[config.mk]
export PLATFORM = sky130hd
export DESIGN_NAME = core_hotplug_load_governor
export DESIGN_NICKNAME = d
export VERILOG_FILES = /design/src/sv/chlg_pkg.sv /design/src/sv/core_hotplug_load_governor.sv
export SDC_FILE = /design/constraint.sdc
export NUM_CORES = 1
export LEC_CHECK = 0
export BUFFER_PORTS_ARGS = -buffer_cell sky130_fd_sc_hd__buf_2
export CAP_MARGIN = 20
export CELL_PAD_IN_SITES_DETAIL_PLACEMENT = 2
export CELL_PAD_IN_SITES_GLOBAL_PLACEMENT = 2
export CORE_MARGIN = 2
export CORE_UTILIZATION = 36
export DETAILED_ROUTE_END_ITERATION = 16
export GPL_TIMING_DRIVEN = 0
export PLACE_DENSITY = 0.79
export SYNTH_ARGS = -nofsm -noshare
export SYNTH_HDL_FRONTEND = slang
export SYNTH_SLANG_ARGS = --single-unit
[constraint.sdc]
create_clock -name clk -period 4.44 [get_ports clk]
set_input_delay 0.444 -clock clk [delete_from_list [all_inputs] [get_ports clk]]
set_output_delay 0.444 -clock clk [all_outputs]
set_load 0.02 [all_outputs]
[src/sv/chlg_pkg.sv]
// ----------------------------------------------------------------------------
// chlg_pkg
// Shared types, constants and a helper function of the core hotplug load
// governor: tick and command layouts, register indexes, score limits.
// ----------------------------------------------------------------------------
package chlg_pkg;

    // field widths
    localparam int LOAD_W   = 7;
    localparam int COUNT_W  = 3;
    localparam int HOLD_W   = 16;
    localparam int TIME_W   = 32;
    localparam int SCORE_W  = 5;

    // stream widths (tdata padded to whole bytes)
    localparam int TICK_BITS = 2 * LOAD_W + 3 + COUNT_W + 2 + TIME_W;
    localparam int IN_DATA_W = ((TICK_BITS + 7) / 8) * 8;
    localparam int CMD_BITS  = 4;
    localparam int OUT_DATA_W = ((CMD_BITS + 7) / 8) * 8;

    // configuration port
    localparam int CFG_IDX_W  = 2;
    localparam int CFG_DATA_W = HOLD_W;

    localparam logic [CFG_IDX_W-1:0] REG_LOAD_THRESHOLD   = 2'd0;
    localparam logic [CFG_IDX_W-1:0] REG_TOUCH_CORE_COUNT = 2'd1;
    localparam logic [CFG_IDX_W-1:0] REG_MIN_HOLD_MS      = 2'd2;

    localparam logic [LOAD_W-1:0]  LOAD_THRESHOLD_RST   = 7'd60;
    localparam logic [COUNT_W-1:0] TOUCH_CORE_COUNT_RST = 3'd2;
    localparam logic [HOLD_W-1:0]  MIN_HOLD_MS_RST      = 16'd1000;

    // score limits
    localparam logic [SCORE_W-1:0] SCORE_CAP   = 5'd20;
    localparam logic [SCORE_W-1:0] SCORE_RAISE = 5'd10;
    localparam logic [SCORE_W-1:0] SCORE_MAX   = 5'd21;
    localparam logic [SCORE_W-1:0] SCORE_STEP  = 5'd2;

    // core numbers that touch boost compares against
    localparam logic [COUNT_W-1:0] CORE2_NUM = 3'd2;
    localparam logic [COUNT_W-1:0] CORE3_NUM = 3'd3;

    // one governor tick
    typedef struct packed {
        logic [TIME_W-1:0]  now_ms;
        logic               boost_policy;
        logic               touching;
        logic [COUNT_W-1:0] online_count;
        logic               core3_online;
        logic               core2_online;
        logic               core1_online;
        logic [LOAD_W-1:0]  load_core1;
        logic [LOAD_W-1:0]  load_core0;
    } tick_t;

    // hotplug commands of one tick
    typedef struct packed {
        logic core3_down;
        logic core3_up;
        logic core2_down;
        logic core2_up;
    } cmd_t;

    // score update: up by two below the cap on high load, else down toward zero
    function automatic logic [SCORE_W-1:0] next_score(
        input logic [SCORE_W-1:0] score,
        input logic [LOAD_W-1:0]  load,
        input logic [LOAD_W-1:0]  threshold
    );
        logic [SCORE_W-1:0] res;
        res = score;
        if (load >= threshold) begin
            if (score < SCORE_CAP) begin
                res = score + SCORE_STEP;
            end
        end else if (score != '0) begin
            res = score - SCORE_W'(1);
        end
        return res;
    endfunction

endpackage

[src/sv/core_hotplug_load_governor.sv]
// ----------------------------------------------------------------------------
// core_hotplug_load_governor
// Per-tick hotplug decisions for cores 2 and 3 from load scores of cores 0
// and 1, with touch boost and a minimum hold time.
// ----------------------------------------------------------------------------
// Usage:
//   s_axis_* carries one governor tick per transfer (loads, online flags,
//   online count, touch and policy flags, millisecond time). m_axis_* returns
//   one command transfer per tick with the up/down flags of cores 2 and 3.
//   cfg_wr_en/cfg_index/cfg_data write the threshold, touch core count and
//   hold time; write them only while no tick is in flight.
//   A tick goes from the accepting edge into one input register, then
//   through the score and steer logic into the output register, which
//   presents the command. Throughput is one tick per cycle; the input
//   register and the output register each advance whenever the next stage
//   has room, so a tick is accepted even while a command waits.
//   When the receiver stalls, the command holds in the output register and
//   at most one more tick waits in the input register before s_axis_tready
//   drops. Scores and time stamps advance only when a tick moves into the
//   output register.
//   Reset clears the scores and stamps, loads the register defaults
//   (threshold 60, touch count 2, hold 1000 ms) and empties both registers.
// ----------------------------------------------------------------------------
module core_hotplug_load_governor (
    input  logic                               clk,
    input  logic                               rst_n,
    // tick in: load_core0, load_core1, core1_online, core2_online,
    // core3_online, online_count, touching, boost_policy, now_ms, zero pad
    input  logic                               s_axis_tvalid,
    output logic                               s_axis_tready,
    input  logic [chlg_pkg::IN_DATA_W-1:0]     s_axis_tdata,
    // command out: core2_up, core2_down, core3_up, core3_down, zero pad
    output logic                               m_axis_tvalid,
    input  logic                               m_axis_tready,
    output logic [chlg_pkg::OUT_DATA_W-1:0]    m_axis_tdata,
    // register writes
    input  logic                               cfg_wr_en,
    input  logic [chlg_pkg::CFG_IDX_W-1:0]     cfg_index,
    input  logic [chlg_pkg::CFG_DATA_W-1:0]    cfg_data
);
    import chlg_pkg::*;

    // configuration registers
    logic [LOAD_W-1:0]  load_threshold_reg;
    logic [COUNT_W-1:0] touch_core_count_reg;
    logic [HOLD_W-1:0]  min_hold_ms_reg;

    // pipeline registers
    logic               in_valid_reg;
    tick_t              tick_reg;
    logic               out_valid_reg;
    cmd_t               cmd_reg;

    // governor state
    logic [SCORE_W-1:0] score_core0_reg, score_core0_next;
    logic [SCORE_W-1:0] score_core1_reg, score_core1_next;
    logic [TIME_W-1:0]  raised_at_core2_reg, raised_at_core2_next;
    logic [TIME_W-1:0]  raised_at_core3_reg, raised_at_core3_next;

    logic               in_take;
    logic               advance;
    logic               boost;
    logic               c2_on;
    logic               c3_on;
    logic [TIME_W-1:0]  elapsed2;
    logic [TIME_W-1:0]  elapsed3;
    cmd_t               cmd_next;

    // handshake
    assign advance       = in_valid_reg && (!out_valid_reg || m_axis_tready);
    assign s_axis_tready = !in_valid_reg || advance;
    assign in_take       = s_axis_tvalid && s_axis_tready;

    assign m_axis_tvalid = out_valid_reg;
    assign m_axis_tdata  = {{(OUT_DATA_W - CMD_BITS){1'b0}}, cmd_reg};

    // configuration writes
    always_ff @(posedge clk or negedge rst_n)
    begin
        if (!rst_n)
        begin
            load_threshold_reg   <= LOAD_THRESHOLD_RST;
            touch_core_count_reg <= TOUCH_CORE_COUNT_RST;
            min_hold_ms_reg      <= MIN_HOLD_MS_RST;
        end
        else if (cfg_wr_en)
        begin
            case (cfg_index)
                REG_LOAD_THRESHOLD:   load_threshold_reg   <= cfg_data[LOAD_W-1:0];
                REG_TOUCH_CORE_COUNT: touch_core_count_reg <= cfg_data[COUNT_W-1:0];
                REG_MIN_HOLD_MS:      min_hold_ms_reg      <= cfg_data[HOLD_W-1:0];
                default:              ;
            endcase
        end
    end

    // touch boost raises offline extra cores below the touch core count
    always_comb
    begin
        boost = tick_reg.boost_policy && tick_reg.touching
                && (tick_reg.online_count < touch_core_count_reg);
        cmd_next = '0;
        c2_on = tick_reg.core2_online;
        c3_on = tick_reg.core3_online;
        if (boost && (touch_core_count_reg > CORE2_NUM) && !tick_reg.core2_online)
        begin
            cmd_next.core2_up = 1'b1;
            c2_on = 1'b1;
        end
        if (boost && (touch_core_count_reg > CORE3_NUM) && !tick_reg.core3_online)
        begin
            cmd_next.core3_up = 1'b1;
            c3_on = 1'b1;
        end

        // score update
        score_core0_next = next_score(score_core0_reg, tick_reg.load_core0,
                                      load_threshold_reg);
        score_core1_next = score_core1_reg;
        if (tick_reg.core1_online)
        begin
            score_core1_next = next_score(score_core1_reg, tick_reg.load_core1,
                                          load_threshold_reg);
        end

        // steer core 2 from score 0
        elapsed2 = tick_reg.now_ms - raised_at_core2_reg;
        raised_at_core2_next = raised_at_core2_reg;
        if (score_core0_next >= SCORE_RAISE)
        begin
            if (!c2_on)
            begin
                cmd_next.core2_up = 1'b1;
                raised_at_core2_next = tick_reg.now_ms;
            end
        end
        else if (c2_on && (elapsed2 > {{(TIME_W - HOLD_W){1'b0}}, min_hold_ms_reg}))
        begin
            cmd_next.core2_down = 1'b1;
        end

        // steer core 3 from score 1
        elapsed3 = tick_reg.now_ms - raised_at_core3_reg;
        raised_at_core3_next = raised_at_core3_reg;
        if (score_core1_next >= SCORE_RAISE)
        begin
            if (!c3_on)
            begin
                cmd_next.core3_up = 1'b1;
                raised_at_core3_next = tick_reg.now_ms;
            end
        end
        else if (c3_on && (elapsed3 > {{(TIME_W - HOLD_W){1'b0}}, min_hold_ms_reg}))
        begin
            cmd_next.core3_down = 1'b1;
        end
    end

    // input register
    always_ff @(posedge clk or negedge rst_n)
    begin
        if (!rst_n)
        begin
            in_valid_reg <= 1'b0;
        end
        else if (in_take)
        begin
            in_valid_reg <= 1'b1;
        end
        else if (advance)
        begin
            in_valid_reg <= 1'b0;
        end
    end

    always_ff @(posedge clk)
    begin
        if (in_take)
        begin
            tick_reg <= tick_t'(s_axis_tdata[TICK_BITS-1:0]);
        end
    end

    // output register and state update
    always_ff @(posedge clk or negedge rst_n)
    begin
        if (!rst_n)
        begin
            out_valid_reg       <= 1'b0;
            score_core0_reg     <= '0;
            score_core1_reg     <= '0;
            raised_at_core2_reg <= '0;
            raised_at_core3_reg <= '0;
        end
        else if (advance)
        begin
            out_valid_reg       <= 1'b1;
            score_core0_reg     <= score_core0_next;
            score_core1_reg     <= score_core1_next;
            raised_at_core2_reg <= raised_at_core2_next;
            raised_at_core3_reg <= raised_at_core3_next;
        end
        else if (m_axis_tready)
        begin
            out_valid_reg <= 1'b0;
        end
    end

    always_ff @(posedge clk)
    begin
        if (advance)
        begin
            cmd_reg <= cmd_next;
        end
    end

    // checks
    a_score_range: assert property (@(posedge clk) disable iff (!rst_n)
        (score_core0_reg <= SCORE_MAX) && (score_core1_reg <= SCORE_MAX))
        else $error("load score out of range");

    a_stall_holds_tick: assert property (@(posedge clk) disable iff (!rst_n)
        !s_axis_tready |-> (in_valid_reg && out_valid_reg))
        else $error("input stalled with room in the pipeline");

    a_core1_offline_hold: assert property (@(posedge clk) disable iff (!rst_n)
        (advance && !tick_reg.core1_online) |=> $stable(score_core1_reg))
        else $error("core 1 score changed while core 1 offline");

    a_core2_stamp: assert property (@(posedge clk) disable iff (!rst_n)
        (advance && (score_core0_next >= SCORE_RAISE) && !c2_on)
        |=> (raised_at_core2_reg == $past(tick_reg.now_ms)) && cmd_reg.core2_up)
        else $error("core 2 raise not stamped");

endmodule
==> flow_summary.yaml, run 1 <==
setup_path:
  critPathLaunch: "tick_reg[23]"
  reg2reg_from: "tick_reg[23]"
  crit_path_end_kind: "flop"
  max_stage_delay_ns: 0.54
  path_cells: "ha_1 -> nor2b_4 -> o31a_1 -> o21a_4 -> o21bai_4 -> a21boi_2 -> o21a_1 -> nor2_2 -> xnor2_1 -> ha_1 -> a21o_1 -> a21o_1 -> a21oi_2 -> o211a_1 -> o211ai_1 -> a31oi_1 -> nand3_1 -> or4_4 -> nor4_4 -> a31oi_1"
  crit_required_ns: 4.63
  cp_max_fo: 3
  cp.arrival_ns: 4.81
  worstSetupStartpointType: "flop"
  cp_slowest_cell: "or4_4"
  path_class: "reg2reg"
drt:
  first_pass_iters: 4
  wirelength_mm: 36.4
  vias: 9384
  post_drt_wl_per_cell_um: 21.3
  antenna_left: 0
  avgViaCountPerCell: 5.50
  initialDrtViolationCount: 301
  drc: 0
global_route:
  overflow: 0
  antenna_found_initial: 2
  use_met1: 0.274
  grt_max_degree: 56
  grt_pass1_vias: 10300
  use_met3: 0.0399
  grt-busiest-layer: "met2"
  use_met2: 0.385
  grt_pass1_wl_mm: 56.3
  grt_usage: 0.217
timing:
  grt_setup_unrepaired: "yes"
  fmax_ghz: 0.216
  period_minus_slack_ns: 4.62
  slew_violations: 0
  setup_ws_ns: -0.180
  fin_worst_skew_ns: 0.0150
  tightestPinTransition_ns: 0.893
  finalHoldViolCount: 0
  finalSetupViolations: 2
  relSlewSlack: 0.405
  finalCritPeriodShare: 1.04
finish:
  drive_above_1_share: 0.248
  diodes: 0
  final_cell_area_um2: 13700
  finish.utilization: 0.434
  largest_reg_flops: 54
  fin_cells: 1706
  fill_cells: 3347
  area_growth_syn_to_layout_pct: 18.9
  nets: 1490
die:
  num_rows: 65
  io_pins: 89
  design.die.area_um2: 33400
  fp.coreArea_um2: 31500
  die_x_um: 183
  start_util: 0.365
  die_y_um: 183
status:
  violations: "negative setup slack"
  status: "finished, violations left"
placement:
  dpl.hpwl_mm: 26.4
  io_buffers: 82
  postPlaceCellArea_um2: 12500
  post-place-ws_ns: -0.674
  place_inst: 1649
  globalplace.congestion: 0.812
clocking:
  cts.sinks: 160
  cts_htree_levels: 4
  clk_pin_slew_ns: 0.08
  cts_root_buffer: "clkbuf_16"
  clkLatencyLatePin_ns: 0.46
  clockBufferDepth: 2
  cts_tree: "built"
  cts_buffers: 17
power:
  power.leakage_uw: 0.00609
  power.internal_uw: 5080
  seq_power_share: 0.239
  power_uw: 9100
  p_per_area_nw_per_um2: 666
  comb_power_share: 0.595
  p_sw_frac: 0.442
  vdd_drop_max_uv: 305
  clkPwrFrac: 0.166
  p_sw_uw: 4030
logic_synthesis:
  synth_edf_count: 58
  synth_area_um2: 11500
  synth_ff_type: "dfrtp_1"
  synth.yosys.warnings: 0
  synthArstFlopShare: 0.638
  synth_cells: 1160
  ys_ff_latch: 160
  avgSynthCellArea_um2: 9.91
  synth.distinct_cells: 76
  ys_seq_area_frac: 0.375
hold_path:
  hold_class: "in2reg"
  min_from: "s_axis_tdata[15]"
flow_run:
  maxCapViolations: 0
routing by layer:
metal / vias up / share of wire
met5: - / 0.00066
met4: 4 / 0.017
met3: 43 / 0.026
met2: 124 / 0.51
met1: 4774 / 0.45
li1: 4439 / -
what timing repair did:
action                                  CTS  global route
pin swaps                                39            47
hold buffers                              1             0
endpoints found under the setup margin    2             2
hold endpoints to repair                 38             0
buffers inserted                         18            11
gates resized for setup                  47            36
critical path: cells and delay by family (launching register included):
family / cells / cell delay (ns)
AOI/OAI and AO/OA: 12 / 2.12
and+or+nand+nor: 5 / 1.09
adders and majority gates: 2 / 0.58
DFF: 1 / 0.44
xor gates and xnor gates: 1 / 0.13
cell usage in the layout, fill, tap and decap left out, types with 6 or more instances in the layout:
master / n
dfstp_2: 11
a21o_1: 27
xor2_1: 17
buf_2: 82
a211oi_1: 8
nand2_1: 76
a21oi_2: 9
mux2_2: 53
xnor2_1: 32
nor3_1: 16
mux2i_1: 11
clkbuf_16: 17
clkbuf_1: 31
dfrtp_1: 91
nand3_1: 18
ha_2: 7
nand4_1: 25
and3_1: 6
o21ai_0: 46
a21oi_1: 74
a31oi_1: 13
a211o_1: 6
o21ai_1: 6
o21a_1: 16
o211ai_1: 13
inv_1: 113
buf_4: 35
edfxtp_1: 58
nand2b_1: 18
ha_4: 9
nor2b_1: 12
o21bai_1: 6
nor2_1: 55
mux2_4: 30
ha_1: 102
inv_6: 6
Yosys cell counts, types with 4 or more instances:
cell | number | share of area
a211oi_1 | 8 | 0.0052
a211o_1 | 6 | 0.0046
and3_1 | 6 | 0.0033
a221oi_1 | 5 | 0.0038
and4_1 | 4 | 0.0030
edfxtp_1 | 58 | 0.15
xnor2_1 | 33 | 0.025
nand4_1 | 25 | 0.014
nor2_1 | 58 | 0.019
inv_1 | 116 | 0.038
nor3_1 | 16 | 0.0070
nand3_1 | 18 | 0.0078
ha_1 | 118 | 0.13
dfstp_2 | 11 | 0.025
a21oi_1 | 85 | 0.037
xor2_1 | 18 | 0.014
a31oi_1 | 13 | 0.0071
o21bai_1 | 8 | 0.0052
o2111ai_1 | 4 | 0.0030
mux2_1 | 5 | 0.0049
nor4_1 | 8 | 0.0044
o22ai_1 | 4 | 0.0022
o211a_1 | 5 | 0.0044
or3_1 | 5 | 0.0027
o21a_1 | 18 | 0.012
buf_4 | 7 | 0.0046
nor2b_1 | 15 | 0.0082
clkbuf_1 | 35 | 0.011
o211ai_1 | 13 | 0.0085
dfrtp_1 | 91 | 0.20
mux2_4 | 30 | 0.039
nand2_1 | 78 | 0.025
a21boi_0 | 5 | 0.0033
o21ai_0 | 50 | 0.022
nand2b_1 | 19 | 0.010
and2_1 | 6 | 0.0033
a21o_1 | 27 | 0.018
mux2i_1 | 11 | 0.0096
nand3b_1 | 5 | 0.0033
mux2_2 | 53 | 0.052
power by group through the flow:
stage,clock (µW),sequential (µW),combinational (µW)
after global routing,1610,2230,5980
after floorplan,0,2110,3530
after global placement,0,2160,4470
after CTS,1550,2170,5050
final,1510,2170,5420
after detailed placement,0,2190,4710
path summary, 6_finish.rpt:
kind	to	slack, ns	depth (start not counted)
min in group asynchronous	raised_at_core2_reg[2]	0.50	2
max	m_axis_tdata[1]	-0.18	20
min	tick_reg[15]	0.16	1
max reg2reg	m_axis_tdata[1]	-0.18	20
min reg2reg	raised_at_core2_reg[18]	0.50	1
max in group asynchronous	raised_at_core3_reg[23]	3.22	3
final cells by class:
cell class / count / area, µm² / share of cell area
multi-input combinational: 839 / 6900 / 0.505
sequential: 160 / 4310 / 0.315
buffer: 44 / 256 / 0.0188
tap: 402 / 503 / 0.0368
clock buffer: 18 / 439 / 0.0321
clock inverter: 14 / 143 / 0.0104
timing repair buffer: 113 / 684 / 0.0501
inverter: 116 / 435 / 0.0319
metrics by stage:
stage                     TNS, ns  hold WS [ns]
after detailed placement    -1.04         0.434
after floorplan                 0         0.148
after CTS                  -0.273         0.134
after global placement     -0.887         0.468
final                      -0.259         0.157
after global routing       -0.550         0.128
cell families (layout without fill, tap and decap cells):
family | count (synthesis) | count (layout) | synth area share
AO/OA/AOI/OAI | 291 | 291 | 0.168
XOR/XNOR | 51 | 51 | 0.0389
adder cells (fa/ha/maj) | 120 | 120 | 0.132
buffers and inverters | 164 | 305 | 0.0615
flip-flops | 160 | 160 | 0.375
multiplexers | 99 | 99 | 0.106
other | 1 | 4 | 0.000326
AND/OR/NAND/NOR | 274 | 274 | 0.119
No activity file was read; power rests on OpenSTA's default activity.
==> run 2: changes to the inputs <==
==> constraint.sdc (replaced) <==
create_clock -name clk -period 4 [get_ports clk]
set_input_delay 0.4 -clock clk [delete_from_list [all_inputs] [get_ports clk]]
set_output_delay 0.4 -clock clk [all_outputs]
set_load 0.02 [all_outputs]
==> run 2 against run 1 <==
Effect of this change:
- the run still ends with negative setup slack left
- flip-flop and latch count unchanged
- worst hold slack worse by 0.056 ns
- routed wire length up 4.2%
- combinational power up 14%
- sequential share of layout area down 0.34 points
- first-iteration DRC count up 43%
- clock power up 20%
==> flow_summary.yaml, run 2 (same netlist as run 1, synthesis figures left out) <==
placement:
  dpl.hpwl_mm: 26.9
  io_buffers: 82
  postPlaceCellArea_um2: 12500
  globalplace.congestion: 0.870
  post-place-ws_ns: -1.01
die:
  design.die.area_um2: 33400
  die_x_um: 183
  num_rows: 65
  io_pins: 89
  fp.coreArea_um2: 31500
  start_util: 0.365
  die_y_um: 183
drt:
  antenna_left: 0
  initialDrtViolationCount: 429
  first_pass_iters: 4
  vias: 9635
  drc: 0
  avgViaCountPerCell: 5.61
  post_drt_wl_per_cell_um: 22.1
  wirelength_mm: 37.9
status:
  status: "finished, violations left"
  violations: "negative setup slack"
clocking:
  clockBufferDepth: 2
  cts_htree_levels: 4
  cts.sinks: 160
  cts_tree: "built"
  clkLatencyLatePin_ns: 0.47
  clk_pin_slew_ns: 0.08
  cts_buffers: 17
  cts_root_buffer: "clkbuf_16"
flow_run:
  maxCapViolations: 0
setup_path:
  max_stage_delay_ns: 0.51
  path_class: "reg2reg"
  worstSetupStartpointType: "flop"
  path_delay_family: "simple AND/OR/NAND/NOR gates"
  cp.buffers_inverters: 1
  cp_max_fo: 4
  cp.arrival_ns: 4.95
  path_cells: "buf_4 -> ha_1 -> a21oi_1 -> o2111ai_1 -> o21a_4 -> nand3_1 -> nand2_1 -> xor2_1 -> ha_1 -> nand4_1 -> nor4_1 -> nor2_1 -> nor4_2 -> and4_1 -> nand4_1 -> and3_4"
  crit_required_ns: 4.22
  crit_path_end_kind: "flop"
  cp_slowest_cell: "edfxtp_1"
finish:
  drive_above_1_share: 0.258
  seq_area_um2: 4310
  nets: 1502
  multi_input_area_um2: 6900
  diodes: 0
  area_growth_syn_to_layout_pct: 20.2
  largest_reg_flops: 54
  layout_common_cells: "inv_1, ha_1, dfrtp_1, buf_2, nand2_1"
  fill_cells: 3326
  final_common_cell: "inv_1"
  final_cell_area_um2: 13800
power:
  p_per_area_nw_per_um2: 755
  vdd_drop_max_uv: 425
  power_uw: 10400
  power.leakage_uw: 0.00618
timing:
  fin_setup_tns_ns: -1.43
  finalSetupViolations: 2
  fmax_ghz: 0.212
  relSlewSlack: 0.383
  finalHoldViolCount: 0
  slew_violations: 0
  grt_setup_unrepaired: "yes"
  finalCritPeriodShare: 1.18
  fin_worst_skew_ns: 0.0138
  period_minus_slack_ns: 4.73
  tightestPinTransition_ns: 0.926
  setup_ws_ns: -0.726
global_route:
  antenna_found_initial: 1
  grt_usage: 0.228
  overflow: 0
  grt_max_degree: 60
  grt_pass1_vias: 10600
  grt_pass1_wl_mm: 58.5
hold_path:
  hold_class: "in2reg"
[run 2: changes by cell type in the layout (fill, tap and decap cells not counted), moves of 3 or more]
cell      delta
buf_4       +12
clkinv_4     +4
ha_1         +3
ha_4         -3
[run 2: where the power goes]
group	switching (µW)	total [µW]	internal (µW)
clock network	794	1810	1020
logic	3530	6190	2660
registers	277	2420	2140
total	4600	10400	5820
[run 2: path summary, 6_finish.rpt]
path,startpoint,endpoint,slack [ns],cells past startpoint
setup / recovery,tick_reg[32],m_axis_tdata[3],-0.73,16
hold / removal,s_axis_tdata[39],tick_reg[39],0.10,1
setup reg to reg,tick_reg[32],m_axis_tdata[3],-0.73,16
hold reg to reg,raised_at_core2_reg[2],raised_at_core2_reg[2],0.49,1
max in group asynchronous,rst_n,min_hold_ms_reg[8],2.70,3
min in group asynchronous,rst_n,load_threshold_reg[1],0.51,2
[run 2: through the flow]
step                 util  instances  hold WS, ns
global placement    0.395       1647        0.468
detailed placement  0.396       1649        0.474
floorplan               -       1163        0.104
global route        0.439       1718       0.0839
CTS                 0.427       1702       0.0810
finish              0.439       1718        0.101
[run 2: area by class of cell]
class / instances / share of cell area
Multi-Input combinational cell: 839 / 0.500
Sequential cell: 160 / 0.312
Tap cell: 402 / 0.0364
Clock buffer: 18 / 0.0318
Timing Repair Buffer: 125 / 0.0561
Inverter: 116 / 0.0315
Clock inverter: 14 / 0.0142
Buffer: 44 / 0.0186
[run 2: metal layers]
metal | part of all wire | track usage
met1 | 0.43 | 0.274
met2 | 0.51 | 0.410
met3 | 0.034 | 0.0395
met4 | 0.029 | 0.0732
met5 | 0.00029 | 0
[run 2: timing repair]
action | in CTS | in global routing
endpoints found under the hold margin | 32 | 0
gates resized for setup | 42 | 41
endpoints found under the setup margin | 2 | 31
hold buffers | 1 | 0
pin swaps | 40 | 59
setup buffers | 21 | 19
==> run 3: changes to the inputs <==
--- a/config.mk
+++ b/config.mk
@@ -5,15 +5,16 @@
 export SDC_FILE = /design/constraint.sdc
 export NUM_CORES = 1
 export LEC_CHECK = 0
+export ABC_AREA = 1
 export BUFFER_PORTS_ARGS = -buffer_cell sky130_fd_sc_hd__buf_2
 export CAP_MARGIN = 20
 export CELL_PAD_IN_SITES_DETAIL_PLACEMENT = 2
 export CELL_PAD_IN_SITES_GLOBAL_PLACEMENT = 2
 export CORE_MARGIN = 2
-export CORE_UTILIZATION = 36
+export CORE_UTILIZATION = 38
 export DETAILED_ROUTE_END_ITERATION = 16
 export GPL_TIMING_DRIVEN = 0
-export PLACE_DENSITY = 0.79
+export PLACE_DENSITY = 0.88
 export SYNTH_ARGS = -nofsm -noshare
 export SYNTH_HDL_FRONTEND = slang
 export SYNTH_SLANG_ARGS = --single-unit
==> constraint.sdc (replaced) <==
create_clock -name clk -period 5.9 [get_ports clk]
set_input_delay 0.59 -clock clk [delete_from_list [all_inputs] [get_ports clk]]
set_output_delay 0.59 -clock clk [all_outputs]
set_load 0.02 [all_outputs]
==> run 3 against run 2 <==
Effect of this change:
- the run now ends clean
- setup slack improved by 2.2 ns
- cell area rose by 4.4%
- non-clock buffer count fell by 58
- register-to-register slack improved by 2.2 ns
- clock power fell by 39%
- critical path type unchanged
- largest cell class unchanged
==> flow_summary.yaml, run 3 <==
setup_path:
  path_class: "reg2reg"
  crit_path_end_kind: "flop"
  reg2reg_from: "tick_reg[23]"
  crit_required_ns: 6.11
  endpoint: "m_axis_tdata[1]"
  cp_slowest_cell: "edfxtp_1"
  cp.depth: 22
  path_cells: "inv_1 -> fa_1 -> inv_1 -> nand3_1 -> nand3_1 -> nand3_1 -> nand3_1 -> xor2_1 -> ha_1 -> nand2_1 -> nor2_1 -> nand2_1 -> nor2_1 -> nand4_1 -> nand2_1 -> nand3_1 -> nor2_1 -> nand2_1 -> nor2_1 -> nand2_1 -> nor2_1 -> nor2_1"
  path_delay_family: "simple AND/OR/NAND/NOR gates"
  cp_max_fo: 5
  worst_r2r_endpoint: "m_axis_tdata[1]"
  max_stage_delay_ns: 0.54
  cp.buffers_inverters: 2
  reg2regPathDepth: 22
  cp.arrival_ns: 4.61
  r2r_setup_slack_ns: 1.50
  worstSetupStartpointType: "flop"
  critPathLaunch: "tick_reg[23]"
  crit_path_frequent_cell: "nor2_1"
finish:
  largest_reg_flops: 54
  final_common_cell: "nand2_1"
  fin_cells: 2431
  layout_common_cells: "nand2_1, inv_1, nand3_1, nor2_1, ha_1"
  final_cell_area_um2: 14400
  diodes: 0
  area_growth_syn_to_layout_pct: 12.4
  nets: 2169
  drive_above_1_share: 0.120
timing:
  slew_violations: 0
  fin_worst_skew_ns: 0.0195
  hold_ws_ns: 0.0999
  fin_setup_tns_ns: 0
  finalHoldViolCount: 0
  period_minus_slack_ns: 4.40
  tightestPinTransition_ns: 0.648
  finalSetupViolations: 0
  relSlewSlack: 0.567
  grt_setup_unrepaired: "no"
  finalCritPeriodShare: 0.746
  fmax_ghz: 0.227
clocking:
  clk_pin_slew_ns: 0.08
  cts_buffers: 17
  clkLatencyLatePin_ns: 0.47
  holdBufCountCts: 0
  cts_tree: "built"
  clockBufferDepth: 2
  cts.sinks: 160
  cts_htree_levels: 4
  cts_root_buffer: "clkbuf_16"
  cts_resized: 0
  post-cts-setup-buffers: 0
global_route:
  grt_pass1_wl_mm: 80.8
  grt_max_degree: 69
  overflow: 0
  grt_usage: 0.296
  grt_pass1_vias: 14600
  antenna_found_initial: 0
drt:
  antenna_left: 0
  wirelength_mm: 51.0
  post_drt_wl_per_cell_um: 21.0
  avgViaCountPerCell: 5.22
  drc: 0
  vias: 12700
  first_pass_iters: 5
  initialDrtViolationCount: 529
power:
  p_sw_frac: 0.533
  vdd_drop_max_uv: 236
  comb_power_share: 0.625
  power.internal_uw: 3550
  clkPwrFrac: 0.146
  p_sw_uw: 4060
  seq_power_share: 0.229
  power.leakage_uw: 0.00810
  p_per_area_nw_per_um2: 528
die:
  design.die.area_um2: 35300
  die_y_um: 188
  start_util: 0.385
  die_x_um: 188
  fp.coreArea_um2: 33400
  io_pins: 89
  num_rows: 67
logic_synthesis:
  synth_commonest_cells: "nand2_1, inv_1, nand3_1, nor2_1, ha_1"
  synth.yosys.warnings: 0
  synth_top_area_frac: 0.188
  synth_top_cells_by_area: "nand2_1, dfrtp_1, edfxtp_1"
  synth.most_common_cell: "nand2_1"
  synth_edf_count: 58
  ys_ff_latch: 160
  synth.distinct_cells: 44
  synth_ff_type: "dfrtp_1"
  ys_seq_area_frac: 0.336
  synth_area_um2: 12800
  avgSynthCellArea_um2: 6.89
  yosys.area.top_type: "nand2_1"
  synthArstFlopShare: 0.638
  synth_cells: 1864
hold_path:
  hold_class: "in2async"
status:
  status: "completed"
placement:
  postPlaceCellArea_um2: 13900
  dpl.hpwl_mm: 40.1
  io_buffers: 82
  place_inst: 2399
  globalplace.congestion: 0.872
flow_run:
  maxCapViolations: 0
[run 3: power groups by stage]
stage,Clock [µW],Sequential [µW],Combinational (µW)
6_report,1110,1740,4750
3_3_place_gp,0,1710,4150
4_1_cts,1130,1740,4760
5_1_grt,1160,1780,5290
2_1_floorplan,0,1670,3140
3_5_place_dp,0,1750,4620
[run 3: through the flow]
step                      setup slack, ns  utilization  power [µW]
after floorplan                      2.94            -        4810
after global placement               1.73        0.414        5860
after detailed placement             1.54        0.416        6370
after CTS                            1.49        0.432        7630
after global routing                 1.17        0.432        8230
final                                1.50        0.432        7610
[run 3: logic make-up after synthesis]
logic type                 synth area share
and+or+nand+nor                       0.348
adders and majority gates             0.118
DFF                                   0.336
other                              0.000292
buffers and inverters                 0.120
AOI/OAI and AO/OA                    0.0521
xor gates and xnor gates             0.0252
[run 3: area by class of cell]
cell class / count / area (µm²)
clock inverter: 15 / 131
sequential: 160 / 4310
clock buffer: 17 / 425
buffer: 27 / 195
tap: 448 / 561
timing repair buffer: 84 / 460
fill: 4081 / 18900
inverter: 360 / 1350
multi-input combinational: 1320 / 6990
[run 3: worst register-to-register path, cell delays in order (launching register included)]
cell and delay, ns:
edfxtp_1 0.54, inv_1 0.20, fa_1 0.48, inv_1 0.16, nand3_1 0.11, nand3_1 0.20, nand3_1 0.11, nand3_1 0.24
xor2_1 0.15, ha_1 0.32, nand2_1 0.05, nor2_1 0.13, nand2_1 0.12, nor2_1 0.14, nand4_1 0.10, nand2_1 0.15
nand3_1 0.15, nor2_1 0.12, nand2_1 0.07, nor2_1 0.09, nand2_1 0.06, nor2_1 0.34, nor2_1 0.12
[run 3: layer usage]
layer,global-route usage,share of wire,vias to the layer above
met4,0.138,0.042,0
met3,0.0354,0.028,117
li1,-,-,5984
met5,0,0,-
met2,0.546,0.52,241
met1,0.341,0.41,6347
[run 3: how the worst min path moves through the flow]
stage,from,end,slack (ns),depth (start not counted)
5_1_grt,rst_n,load_threshold_reg[6],0.13,1
3_3_place_gp,raised_at_core2_reg[18],raised_at_core2_reg[18],0.45,2
2_1_floorplan,rst_n,in_valid_reg,0.29,0
4_1_cts,rst_n,load_threshold_reg[6],0.11,1
3_5_place_dp,raised_at_core2_reg[10],raised_at_core2_reg[10],0.47,2
6_report,rst_n,load_threshold_reg[6],0.1,1
